<file path="config.mk">
export PLATFORM = sky130hd
export DESIGN_NAME = link_packet_framer_top
export DESIGN_NICKNAME = d
export VERILOG_FILES = /design/src/hw/rtl/lpf_pkg.sv /design/src/hw/rtl/link_packet_framer_top.sv
export SDC_FILE = /design/constraint.sdc
export NUM_CORES = 1
export LEC_CHECK = 0
export BUFFER_PORTS_ARGS = -buffer_cell sky130_fd_sc_hd__buf_2
export CAP_MARGIN = 20
export CORE_ASPECT_RATIO = 0.75
export CORE_MARGIN = 2
export CORE_UTILIZATION = 45
export DETAILED_ROUTE_END_ITERATION = 6
export GPL_TIMING_DRIVEN = 1
export HOLD_SLACK_MARGIN = 0.05
export PLACE_DENSITY_LB_ADDON = 0.1
export SYNTH_ARGS = -nofsm -noshare
export SYNTH_HDL_FRONTEND = slang
export SYNTH_SLANG_ARGS = --single-unit
</file>
<file path="constraint.sdc">
create_clock -name clk -period 5.6 [get_ports clk]
set_input_delay 0.28 -clock clk [delete_from_list [all_inputs] [get_ports clk]]
set_output_delay 0.28 -clock clk [all_outputs]
set_load 0.02 [all_outputs]
</file>
<file path="src/hw/rtl/lpf_pkg.sv">
// Package for the link packet framer: word types and fixed header constants.
// No dependencies; used by link_packet_framer_top.
package lpf_pkg;

  localparam int unsigned HDR_LEN     = 9;
  localparam int unsigned MAX_RESULTS = 11;
  localparam int unsigned CNT_W       = $clog2(MAX_RESULTS + 1);

  localparam logic [7:0]  START_A   = 8'hFF;
  localparam logic [7:0]  START_B   = 8'h5A;
  localparam logic [7:0]  ACK_FLAG  = 8'h40;
  localparam logic [7:0]  SEQ_RESET = 8'h05;
  localparam logic [15:0] LEN_EXTRA = 16'd10;
  localparam logic [15:0] LEN_EMPTY = 16'd9;

  typedef struct packed {
    logic [7:0]  payload_byte;
    logic        first_item;
    logic        last_item;
    logic [15:0] payload_length;
    logic [7:0]  control_byte;
    logic [7:0]  ack_number;
    logic [7:0]  session_id;
  } lpf_in_t;

  typedef struct packed {
    logic [7:0] out_byte;
    logic       end_of_packet;
  } lpf_out_t;

endpackage

</file>
<file path="src/hw/rtl/link_packet_framer_top.sv">
// Link packet framer: builds header, payload pass-through and checksums.
// Depends on lpf_pkg for word types and constants.
//
//   channel   dir   handshake              word
//   in        in    in_valid / in_ready    lpf_in_t  (one payload item)
//   out       out   out_valid / out_ready  lpf_out_t (one framed byte)
//
// each accepted word is turned combinationally into its result bytes and loaded
// into an 11-entry shift buffer that drains one byte per cycle on out while
// out_ready holds; payload words thus pass at one per cycle, but a closing word
// yields two bytes and a first word 10 or 11 bytes (9 for an empty packet).
// a new word is taken while the last buffered byte leaves, so in is held off
// while more than one byte waits, or while one waits under an out stall.
// rst (synchronous) empties the buffer, closes the packet, sequence = 5.
module link_packet_framer_top
  import lpf_pkg::*;
(
  input  logic     clk,
  input  logic     rst,
  input  logic     in_valid,
  output logic     in_ready,
  input  lpf_in_t  in_data,
  output logic     out_valid,
  input  logic     out_ready,
  output lpf_out_t out_data
);

  lpf_out_t         res_buf [MAX_RESULTS];
  lpf_out_t         res_buf_next [MAX_RESULTS];
  lpf_out_t         shifted [MAX_RESULTS];
  logic [CNT_W-1:0] res_cnt;
  logic [CNT_W-1:0] res_cnt_next;
  logic [7:0]       seq_num;
  logic [7:0]       seq_num_next;
  logic [7:0]       pay_sum;
  logic [7:0]       pay_sum_next;
  logic             pkt_open;
  logic             pkt_open_next;

  logic             load;
  logic             pop;
  logic             has_pay;
  logic [15:0]      total_len;
  logic [7:0]       hdr [HDR_LEN];
  logic [7:0]       hdr_sum;
  logic [7:0]       run_sum;
  logic [7:0]       pay_cks;

  assign out_valid = (res_cnt != '0);
  assign out_data  = res_buf[0];
  assign pop       = out_valid && out_ready;
  assign in_ready  = (res_cnt == '0) || ((res_cnt == CNT_W'(1)) && out_ready);
  assign load      = in_valid && in_ready;

  always_comb begin
    has_pay   = (in_data.payload_length != '0);
    total_len = has_pay ? (in_data.payload_length + LEN_EXTRA) : LEN_EMPTY;
    hdr[0] = START_A;
    hdr[1] = START_B;
    hdr[2] = total_len[15:8];
    hdr[3] = total_len[7:0];
    hdr[4] = in_data.control_byte;
    hdr[5] = seq_num;
    hdr[6] = ((in_data.control_byte & ACK_FLAG) != '0) ? in_data.ack_number : '0;
    hdr[7] = in_data.session_id;
    hdr_sum = hdr[0] + hdr[1] + hdr[2] + hdr[3] + hdr[4] + hdr[5] + hdr[6] + hdr[7];
    hdr[8] = 8'(0) - hdr_sum;

    // a new packet restarts the payload sum
    run_sum = (in_data.first_item ? 8'd0 : pay_sum) + in_data.payload_byte;
    pay_cks = 8'(0) - run_sum;
  end

  always_comb begin
    for (int i = 0; i < MAX_RESULTS; i++) begin
      if (i == MAX_RESULTS - 1) begin
        shifted[i] = res_buf[i];
      end else begin
        shifted[i] = res_buf[i + 1];
      end
      res_buf_next[i] = '0;
    end
    res_cnt_next  = '0;
    seq_num_next  = seq_num;
    pay_sum_next  = pay_sum;
    pkt_open_next = pkt_open;

    if (in_data.first_item) begin
      for (int i = 0; i < HDR_LEN; i++) begin
        res_buf_next[i].out_byte      = hdr[i];
        res_buf_next[i].end_of_packet = (i == HDR_LEN - 1) && !has_pay;
      end
      if (!has_pay) begin
        res_cnt_next  = CNT_W'(HDR_LEN);
        pay_sum_next  = '0;
        pkt_open_next = 1'b0;
      end else begin
        res_buf_next[HDR_LEN].out_byte      = in_data.payload_byte;
        res_buf_next[HDR_LEN].end_of_packet = 1'b0;
        res_buf_next[HDR_LEN + 1].out_byte      = pay_cks;
        res_buf_next[HDR_LEN + 1].end_of_packet = 1'b1;
        res_cnt_next  = CNT_W'(HDR_LEN + 1) + CNT_W'(in_data.last_item);
        pay_sum_next  = run_sum;
        pkt_open_next = 1'b1;
      end
    end else if (pkt_open) begin
      res_buf_next[0].out_byte      = in_data.payload_byte;
      res_buf_next[0].end_of_packet = 1'b0;
      res_buf_next[1].out_byte      = pay_cks;
      res_buf_next[1].end_of_packet = 1'b1;
      res_cnt_next = CNT_W'(1) + CNT_W'(in_data.last_item);
      pay_sum_next = run_sum;
    end

    // closing word of a non-empty packet
    if (in_data.last_item && (pkt_open_next && (in_data.first_item || pkt_open))) begin
      seq_num_next  = seq_num + 8'd1;
      pay_sum_next  = '0;
      pkt_open_next = 1'b0;
    end
  end

  always_ff @(posedge clk) begin
    if (load) begin
      res_buf <= res_buf_next;
    end else if (pop) begin
      res_buf <= shifted;
    end
  end

  always_ff @(posedge clk) begin
    if (rst) begin
      res_cnt  <= '0;
      seq_num  <= SEQ_RESET;
      pay_sum  <= '0;
      pkt_open <= 1'b0;
    end else begin
      if (load) begin
        res_cnt  <= res_cnt_next;
        seq_num  <= seq_num_next;
        pay_sum  <= pay_sum_next;
        pkt_open <= pkt_open_next;
      end else if (pop) begin
        res_cnt <= res_cnt - CNT_W'(1);
      end
    end
  end

endmodule
</file>
# Yosys cells after proc, flatten, opt, wreduce, memory -nomap -nowiden
# Cells that the tools add are included.
# Widths: inputs -> output; s select.
[op_classes]
muxes = 21
addsub = 14
reduce_logical = 15
eq_ne = 1
[ops]
columns = ["cell", "count"]
rows = [
  ["$mux 99", 2],
  ["$mux 81", 1],
  ["$mux 18", 3],
  ["$add 8x8->8", 6],
  ["$mux 8", 6],
  ["$add 16x4->16 const B", 1],
  ["$mux 16", 1],
  ["$mux 4", 4],
  ["$reduce_bool 16->1", 1],
  ["$sub 1x8->8 const A", 2],
  ["$add 7x8->8 const A", 1],
  ["$add 8x1->8 const B", 1],
  ["$logic_and 1x1->1", 5],
  ["$add 4x1->4 const A", 1],
  ["$eq 4x1->1 const B", 1],
  ["$logic_not 4->1", 1],
  ["$reduce_and 2->1", 2],
  ["$reduce_bool 4->1", 1],
  ["$sub 4x1->4 const B", 1],
  ["$mux 1", 3],
  ["$reduce_bool 3->1", 1],
  ["$add 1x1->2 const A", 1],
  ["$logic_or 1x1->1", 2],
  ["$mux 2", 1],
  ["2 further kinds", 2],
]
[totals]
elab_cells = 77
output_inout_bits = 11
ff_bits = 120
in_bits = 54

# Longest topological paths before layout
# Gate-level depths: netlist of the first run.
[depth]
word_depth = 11
depth_mapped = 19
depth_no_buf = 19

# Least setup slack after synthesis of the first run
# Ideal clock, no wire load.
[synth_timing]
path_kind = "input port to flip-flop"
start = "in in_data[25] in the netlist's numbering"
end = "reg res_buf[26] in the netlist's numbering (data pin)"
path_buffers = 0
setup_ps = 165
path_slack_ps = 887
cell_stages = 19
arrival_ps = 4548
required_time_ps = 5435
path_cell_list = "ha_1 o2111a_1 and2_1 nand4_1 xnor2_1 ha_1 fa_1 inv_1 fa_1 inv_1 fa_1 inv_1 ha_1 a21o_1 a21oi_1 o21bai_1 a21oi_1 xnor3_1 o31ai_2"
[synth_between]
elab_chain_cells = 11
word_cells_on_any_way = 12
cone_classes = "8 x add/sub; 3 x mux; 1 x reduce/logical"
[synth_rtl]
columns = ["item", "line_no", "text"]
rows = [
  ["start, declared", "link_packet_framer_top.sv:22", "input lpf_in_t in_data,"],
  ["$add 16x4->16 / $reduce_bool 16->1 (equally long branches)", "link_packet_framer_top.sv:57, link_packet_framer_top.sv:56", ""],
  ["$mux 16 (*)", "link_packet_framer_top.sv:57", "total_len = has_pay ? (in_data.payload_length + LEN_EXTRA) : LEN_EMPTY;"],
  ["$add 7x8->8", "link_packet_framer_top.sv:66", "hdr_sum = hdr[0] + hdr[1] + hdr[2] + hdr[3] + hdr[4] + hdr[5] + hdr[6] + hdr[7];"],
  ["$add 8x8->8 (*) (5 in series)", "link_packet_framer_top.sv:66", ""],
  ["$sub 1x8->8 (*)", "link_packet_framer_top.sv:67", "hdr[8] = 8'(0) - hdr_sum;"],
  ["$mux 81 (*)", "link_packet_framer_top.sv:88", "if (in_data.first_item) begin"],
  ["$mux 99 (*)", "link_packet_framer_top.sv:124", "if (load) begin"],
  ["end signal, assigned", "link_packet_framer_top.sv:125", "res_buf <= res_buf_next;"],
  ["end signal, assigned", "link_packet_framer_top.sv:127", "res_buf <= shifted;"],
  ["end, declared", "link_packet_framer_top.sv:28", "lpf_out_t res_buf [MAX_RESULTS];"],
]
# Mark *: on every way between the ends. The rest lies on a longest branch, timed or not.
# A chain may end at the register's enable or synchronous reset.

# Worst setup path in the final report of the first run
# Ends and elaborated chain as after synthesis.

==> results of run 1 <==
-- cells by family after synthesis --
kind of cell | after synthesis | share of synthesized area (%)
multiplexers | 1 | 0.1590
flip-flops | 120 | 47.92
AO/OA/AOI/OAI | 135 | 13.18
adder cells (fa/ha/maj) | 53 | 12.12
XOR/XNOR | 40 | 5.353
buffers and inverters | 96 | 5.972
AND/OR/NAND/NOR | 224 | 15.30
-- cells in the mapped netlist (8+ instances only) --
cell,number,share of area (%)
xor2_1,12,1.5
a21oi_1,37,2.6
fa_1,26,7.3
o21ai_0,22,1.6
clkbuf_1,19,1.0
inv_1,51,2.7
a22oi_1,8,0.85
nor3_1,8,0.57
nand3_1,22,1.6
buf_4,10,1.1
nand4_1,9,0.79
ha_1,27,4.8
dfxtp_1,21,5.9
nand2_1,96,5.1
buf_2,8,0.57
edfxtp_1,99,42
nor2b_1,16,1.4
o31ai_1,24,2.5
a22o_1,20,2.5
xnor2_1,25,3.1
nor2_1,40,2.1
-- report_power, final --
| group | switching (uW) | total (uW) | leakage (uW) | internal (uW) |
|---|---|---|---|---|
| Clock | 407 | 1100 | 0.000279 | 696 |
| Sequential | 123 | 1680 | 0.00116 | 1560 |
| Combinational | 964 | 1560 | 0.00189 | 597 |
| Total | 1490 | 4340 | 0.00333 | 2850 |
-- registers in the layout, summed over array words and instances (netlist names) --
signal    cells
res_buf      90
out_data      9
pkt_open      1
res_cnt       4
pay_sum       8
seq_num       8
-- path summary, 6_finish.rpt --
kind	from	endpoint
max	in_data[25]	res_buf[26]
min reg2reg	pay_sum[7]	pay_sum[7]
min	in_data[21]	res_buf[60]
max reg2reg	seq_num[3]	res_buf[26]
-- worst max-delay path, cell delays in order --
cell and delay, ns:
buf_2 0.11, ha_1 0.21, o2111a_1 0.26, and2_1 0.24
nand2_1 0.09, xnor2_1 0.31, fa_1 0.51, fa_1 0.52
fa_1 0.46, fa_1 0.51, inv_1 0.06, ha_1 0.23
a21o_1 0.19, a21oi_1 0.22, o21bai_1 0.09, a21oi_1 0.18
xnor3_1 0.33, o31ai_2 0.20
-- placed cells by master (no fill, tap or decap), types with 4 or more instances in the layout --
| master | instances |
|---|---|
| a21o_1 | 5 |
| xnor2_1 | 25 |
| nand3_1 | 22 |
| o31ai_1 | 24 |
| a21oi_1 | 37 |
| edfxtp_1 | 99 |
| clkbuf_16 | 17 |
| ha_1 | 27 |
| fa_1 | 26 |
| and2_1 | 6 |
| o21ai_0 | 22 |
| dfxtp_1 | 21 |
| nor4_1 | 4 |
| nand4_1 | 9 |
| nor2b_1 | 16 |
| buf_2 | 64 |
| inv_1 | 50 |
| nor2_1 | 40 |
| nand2_1 | 95 |
| nor3_1 | 8 |
| a22oi_1 | 8 |
| a22o_1 | 20 |
| xor2_1 | 12 |
| and3_1 | 6 |
-- per-stage QoR --
step	total power (uW)	utilization [%]	worst slack, ns
after floorplan	2880	-	0.8870
after global placement	3240	48.72	0.5617
after detailed placement	3268	48.72	0.3836
after CTS	4383	52.54	0.8461
after global routing	4654	52.54	0.5683
final	4343	52.54	0.8343
-- cell type report --
class	count	area, um^2	area share (%)
tap	205	256.5	3.186
timing repair buffer	67	342.8	4.259
multi-input combinational	453	3277	40.71
clock inverter	13	152.6	1.896
sequential	120	3393	42.15
inverter	52	195.2	2.425
clock buffer	19	432.9	5.378
-- metal layers --
layer  wire length (um)  vias up  GRT usage, %  part of all wire, %
met4                227        2         6.476                  1.3
met2               7506      135         33.02                   44
met5                 12        -             0                0.070
met3               1029       21         5.244                  6.0
met1               8320     2465         31.98                   49
li1                   -     2443             -                    -
==> impl_metrics.tcl, run 1 <==
set metrics [dict create \
    status "finished, final reports clean" \
    num_antenna_cells 0 \
    cap_violations 0 \
    rsz0062_at_grt "no" \
    cts_setup_buffers 0 \
    synth-seq-area-share_pct 47.92 \
    port_buffers 64 \
    ys_types 59 \
    die_x_um 148.9 \
    n_fill_cell 1407 \
    grt_pass1_vias 5025 \
    drtAntennaViolNets 0 \
    arrival_ns 5.01 \
    fp-row-count 39 \
    final_area_um2 8050 \
    timing.hold.ws_ns 0.2099 \
    r2r_slack_ns 1.20 \
    synth_nets 776 \
    cts_resized 0 \
    synth-seq-cells 120 \
    ios 65 \
    die_y_um 112.6 \
    ctsHoldBuffers 0 \
    slew_headroom_pct 36.79 \
    setup_tns_ns 0 \
    routed_via_density 5.453 \
    antenna_found_initial 1 \
    clk_pin_slew_worst_paths_ns 0.06 \
    h-tree-depth 4 \
    clock-root-buffer "clkbuf_16" \
    ir_worst_vdd_uv 535.9 \
    grt_pass1_wl_um 27830 \
    area_growth_pct 13.67 \
    final.min_clock_period_ns 4.766 \
    cts_buffer_depth 2 \
    drtIter0Drc 378 \
    routed_wl_um 17100 \
    synthArstFlopShare_pct 0 \
    hold_depth 3 \
    syn_avg_cell_area_um2 10.59 \
    grt_max_degree 89 \
    wl_per_cell_um 18.40 \
    die_area_um2 16770 \
    track_usage_pct 22.03 \
    drt_pass1_iterations 4 \
    tightestPinTransition_ns 0.9482 \
    synth_ff_type "edfxtp_1" \
    start_util_pct 46.22 \
    synth_edf_count 99 \
    min_period_over_period_pct 85.10 \
    power.density_nw_per_um2 539.4 \
    max_freq_mhz 209.8 \
    clk_latency_ns 0.42 \
    drive_above_1_share_pct 15.75 \
    fin_cells 929 \
    startpoint_type "primary input" \
    clkSinkCount 120 \
    cp.required_ns 5.84 \
    synth.cell_area_um2 7082 \
    vias 5066 \
    dp_hpwl_um 11860 \
    end_kind "register" \
    nets 818 \
    critPathMaxFanout 5 \
    maxSlewViolCount 0 \
    cts_buffers 17 \
    power.leakage_uw 0.003328 \
    finalSetupViolations 0 \
    postSynthCellCount 669 \
    coreArea_um2 15320 \
    yosysWarningCount 0 \
    dpl.cell_count 897 \
    dpl_cell_area_um2 7465 \
    cts_tree "yes" \
    fin_worst_skew_ns 0.007501 \
    reg2regPathDepth 16 \
    gp_congestion 0.8298 \
    crit_type "in2reg" \
    drc 0 \
    grt_overflow 0 \
    hold_violations 0 \
    min_path_type "in2reg" \
]
Power figures use the tool's default switching activity.
==> inputs of run 2 (changes only) <==
--- a/config.mk
+++ b/config.mk
@@ -5,11 +5,12 @@
 export SDC_FILE = /design/constraint.sdc
 export NUM_CORES = 1
 export LEC_CHECK = 0
-export BUFFER_PORTS_ARGS = -buffer_cell sky130_fd_sc_hd__buf_2
+export BUFFER_PORTS_ARGS = -buffer_cell sky130_fd_sc_hd__clkbuf_2
 export CAP_MARGIN = 20
 export CORE_ASPECT_RATIO = 0.75
 export CORE_MARGIN = 2
 export CORE_UTILIZATION = 45
+export CTS_BUF_LIST = sky130_fd_sc_hd__clkbuf_8
 export DETAILED_ROUTE_END_ITERATION = 6
 export GPL_TIMING_DRIVEN = 1
 export HOLD_SLACK_MARGIN = 0.05
==> run 2 against run 1 <==
Compared with the run above: total power shrank 8.0%; maximum frequency grew 0.71%; routed wire length grew 0.27%; clock skew up 0.0017 ns; non-clock buffer count rose by 1; cell count increased by 0.11%; die area did not move; clock power is 33% lower.
==> impl_metrics.tcl, run 2 (synthesis results as in run 1) <==
set metrics [dict create \
    clkSinkCount 120 \
    grt_overflow 0 \
    gp_congestion 0.8420 \
    drc 0 \
    swShare_pct 37.39 \
    final_area_um2 7836 \
    hold_depth 2 \
    switchingPower_uw 1494 \
    dp_hpwl_um 11900 \
    fp-row-count 39 \
    grt_pass1_wl_um 27560 \
    wl_per_cell_um 18.43 \
    coreArea_um2 15320 \
    die_area_um2 16770 \
    grt_pass1_vias 5002 \
    die_x_um 148.9 \
    cts_resized 0 \
    start_util_pct 46.22 \
    power.leakage_uw 0.003240 \
    arrival_ns 5.00 \
    internal_power_uw 2502 \
    clock-root-buffer "clkbuf_8" \
    drive_above_1_share_pct 16.28 \
    tightestPinTransition_ns 0.9489 \
    ios 65 \
    routed_via_density 5.492 \
    end_kind "register" \
    largest_reg_flops 90 \
    cp.required_ns 5.87 \
    dpl_cell_area_um2 7472 \
    drt_pass1_iterations 6 \
    critPathMaxFanout 5 \
    pwr-share-seq_pct 42.1 \
    top_register "res_buf" \
    cts_tree "yes" \
    pwr-share-comb_pct 39.3 \
    finish.utilization_pct 51.14 \
    grt_max_degree 59 \
    cap_violations 0 \
    setup_tns_ns 0 \
    timing.hold.ws_ns 0.1930 \
    cts_buffer_depth 2 \
    maxSlewViolCount 0 \
    drtIter0Drc 430 \
    hold_violations 0 \
    cts_setup_buffers 0 \
    max_freq_mhz 211.3 \
    startpoint_type "primary input" \
    final.min_clock_period_ns 4.732 \
    finalSetupViolations 0 \
    fin_worst_skew_ns 0.009249 \
    clk_latency_ns 0.44 \
    h-tree-depth 4 \
    area_growth_pct 10.65 \
    die_y_um 112.6 \
    clk_pin_slew_worst_paths_ns 0.08 \
    final_cell_mix "edfxtp_1, nand2_1, clkbuf_2" \
    antenna_found_initial 0 \
    status "finished, final reports clean" \
    crit_type "in2reg" \
    reg2regPathDepth 16 \
    port_buffers 64 \
    nets 819 \
    ir_worst_vdd_uv 456.8 \
    track_usage_pct 21.72 \
    num_antenna_cells 0 \
    final_common_cell "edfxtp_1" \
    clkPwrFrac_pct 18.6 \
    min_path_type "in2reg" \
    ctsHoldBuffers 0 \
    cts_buffers 17 \
    r2r_slack_ns 1.19 \
    drtAntennaViolNets 0 \
    min_period_over_period_pct 84.51 \
    power.density_nw_per_um2 509.9 \
    rsz0062_at_grt "no" \
    routed_wl_um 17140 \
    vias 5108 \
    slew_headroom_pct 36.62 \
]
[run 2: changes by cell type in the layout (fill, tap and decap cells not counted)]
cell        previous run  this run
clkbuf_2               0        64
clkbuf_1               2         0
clkbuf_16             17         0
clkinv_4               0         3
bufinv_16              3         1
buf_4                  3         4
clkinv_1               2         1
clkinvlp_4             3         5
buf_2                 64         0
clkbuf_8               0        17
[run 2: power by group through the flow]
stage | logic, uW | registers, uW | clock network [uW]
floorplan | 1230 | 1650 | 0
global placement | 1550 | 1690 | 0
detailed placement | 1580 | 1700 | 0
CTS | 1590 | 1680 | 758
global route | 1770 | 1720 | 794
finish | 1570 | 1680 | 742
[run 2: path summary, 6_finish.rpt]
path,startpoint,end
setup / recovery,in_data[25],res_buf[26]
hold / removal,in_data[48],res_buf[16]
setup reg to reg,seq_num[3],res_buf[26]
hold reg to reg,pay_sum[7],pay_sum[7]
[run 2: final cells by class]
cell class	instances	area, um^2
fill	1467	7486
sequential	120	3393
multi-input combinational	453	3277
timing repair buffer	68	350.3
tap	205	256.5
clock buffer	17	234.0
inverter	52	195.2
clock inverter	15	130.1
[run 2: metrics by stage]
stage | std cells | total power, uW | worst slack (ns)
after floorplan | 669 | 2880 | 0.8870
after global placement | 898 | 3245 | 0.5563
after detailed placement | 898 | 3272 | 0.4019
after CTS | 930 | 4028 | 0.8785
after global routing | 930 | 4287 | 0.6419
final | 930 | 3995 | 0.8677
[run 2: critical path, cell delays in order]
cell and delay [ns]:
clkbuf_2 0.12, ha_1 0.21, o2111a_1 0.25, and2_1 0.24, nand2_1 0.09, xnor2_1 0.31, fa_1 0.50, fa_1 0.46
fa_1 0.49, fa_1 0.56, inv_1 0.06, ha_1 0.22, a21o_1 0.19, a21oi_1 0.22, o21bai_1 0.09, a21oi_1 0.18
xnor3_1 0.33, o31ai_2 0.19
[run 2: layer usage]
layer / global-route usage, % / share of wire (%) / up-vias
met5: 0 / 0 / -
met4: 6.222 / 1.5 / 0
met3: 5.163 / 6.1 / 18
met2: 31.79 / 43 / 145
met1: 32.26 / 49 / 2503
li1: - / - / 2442
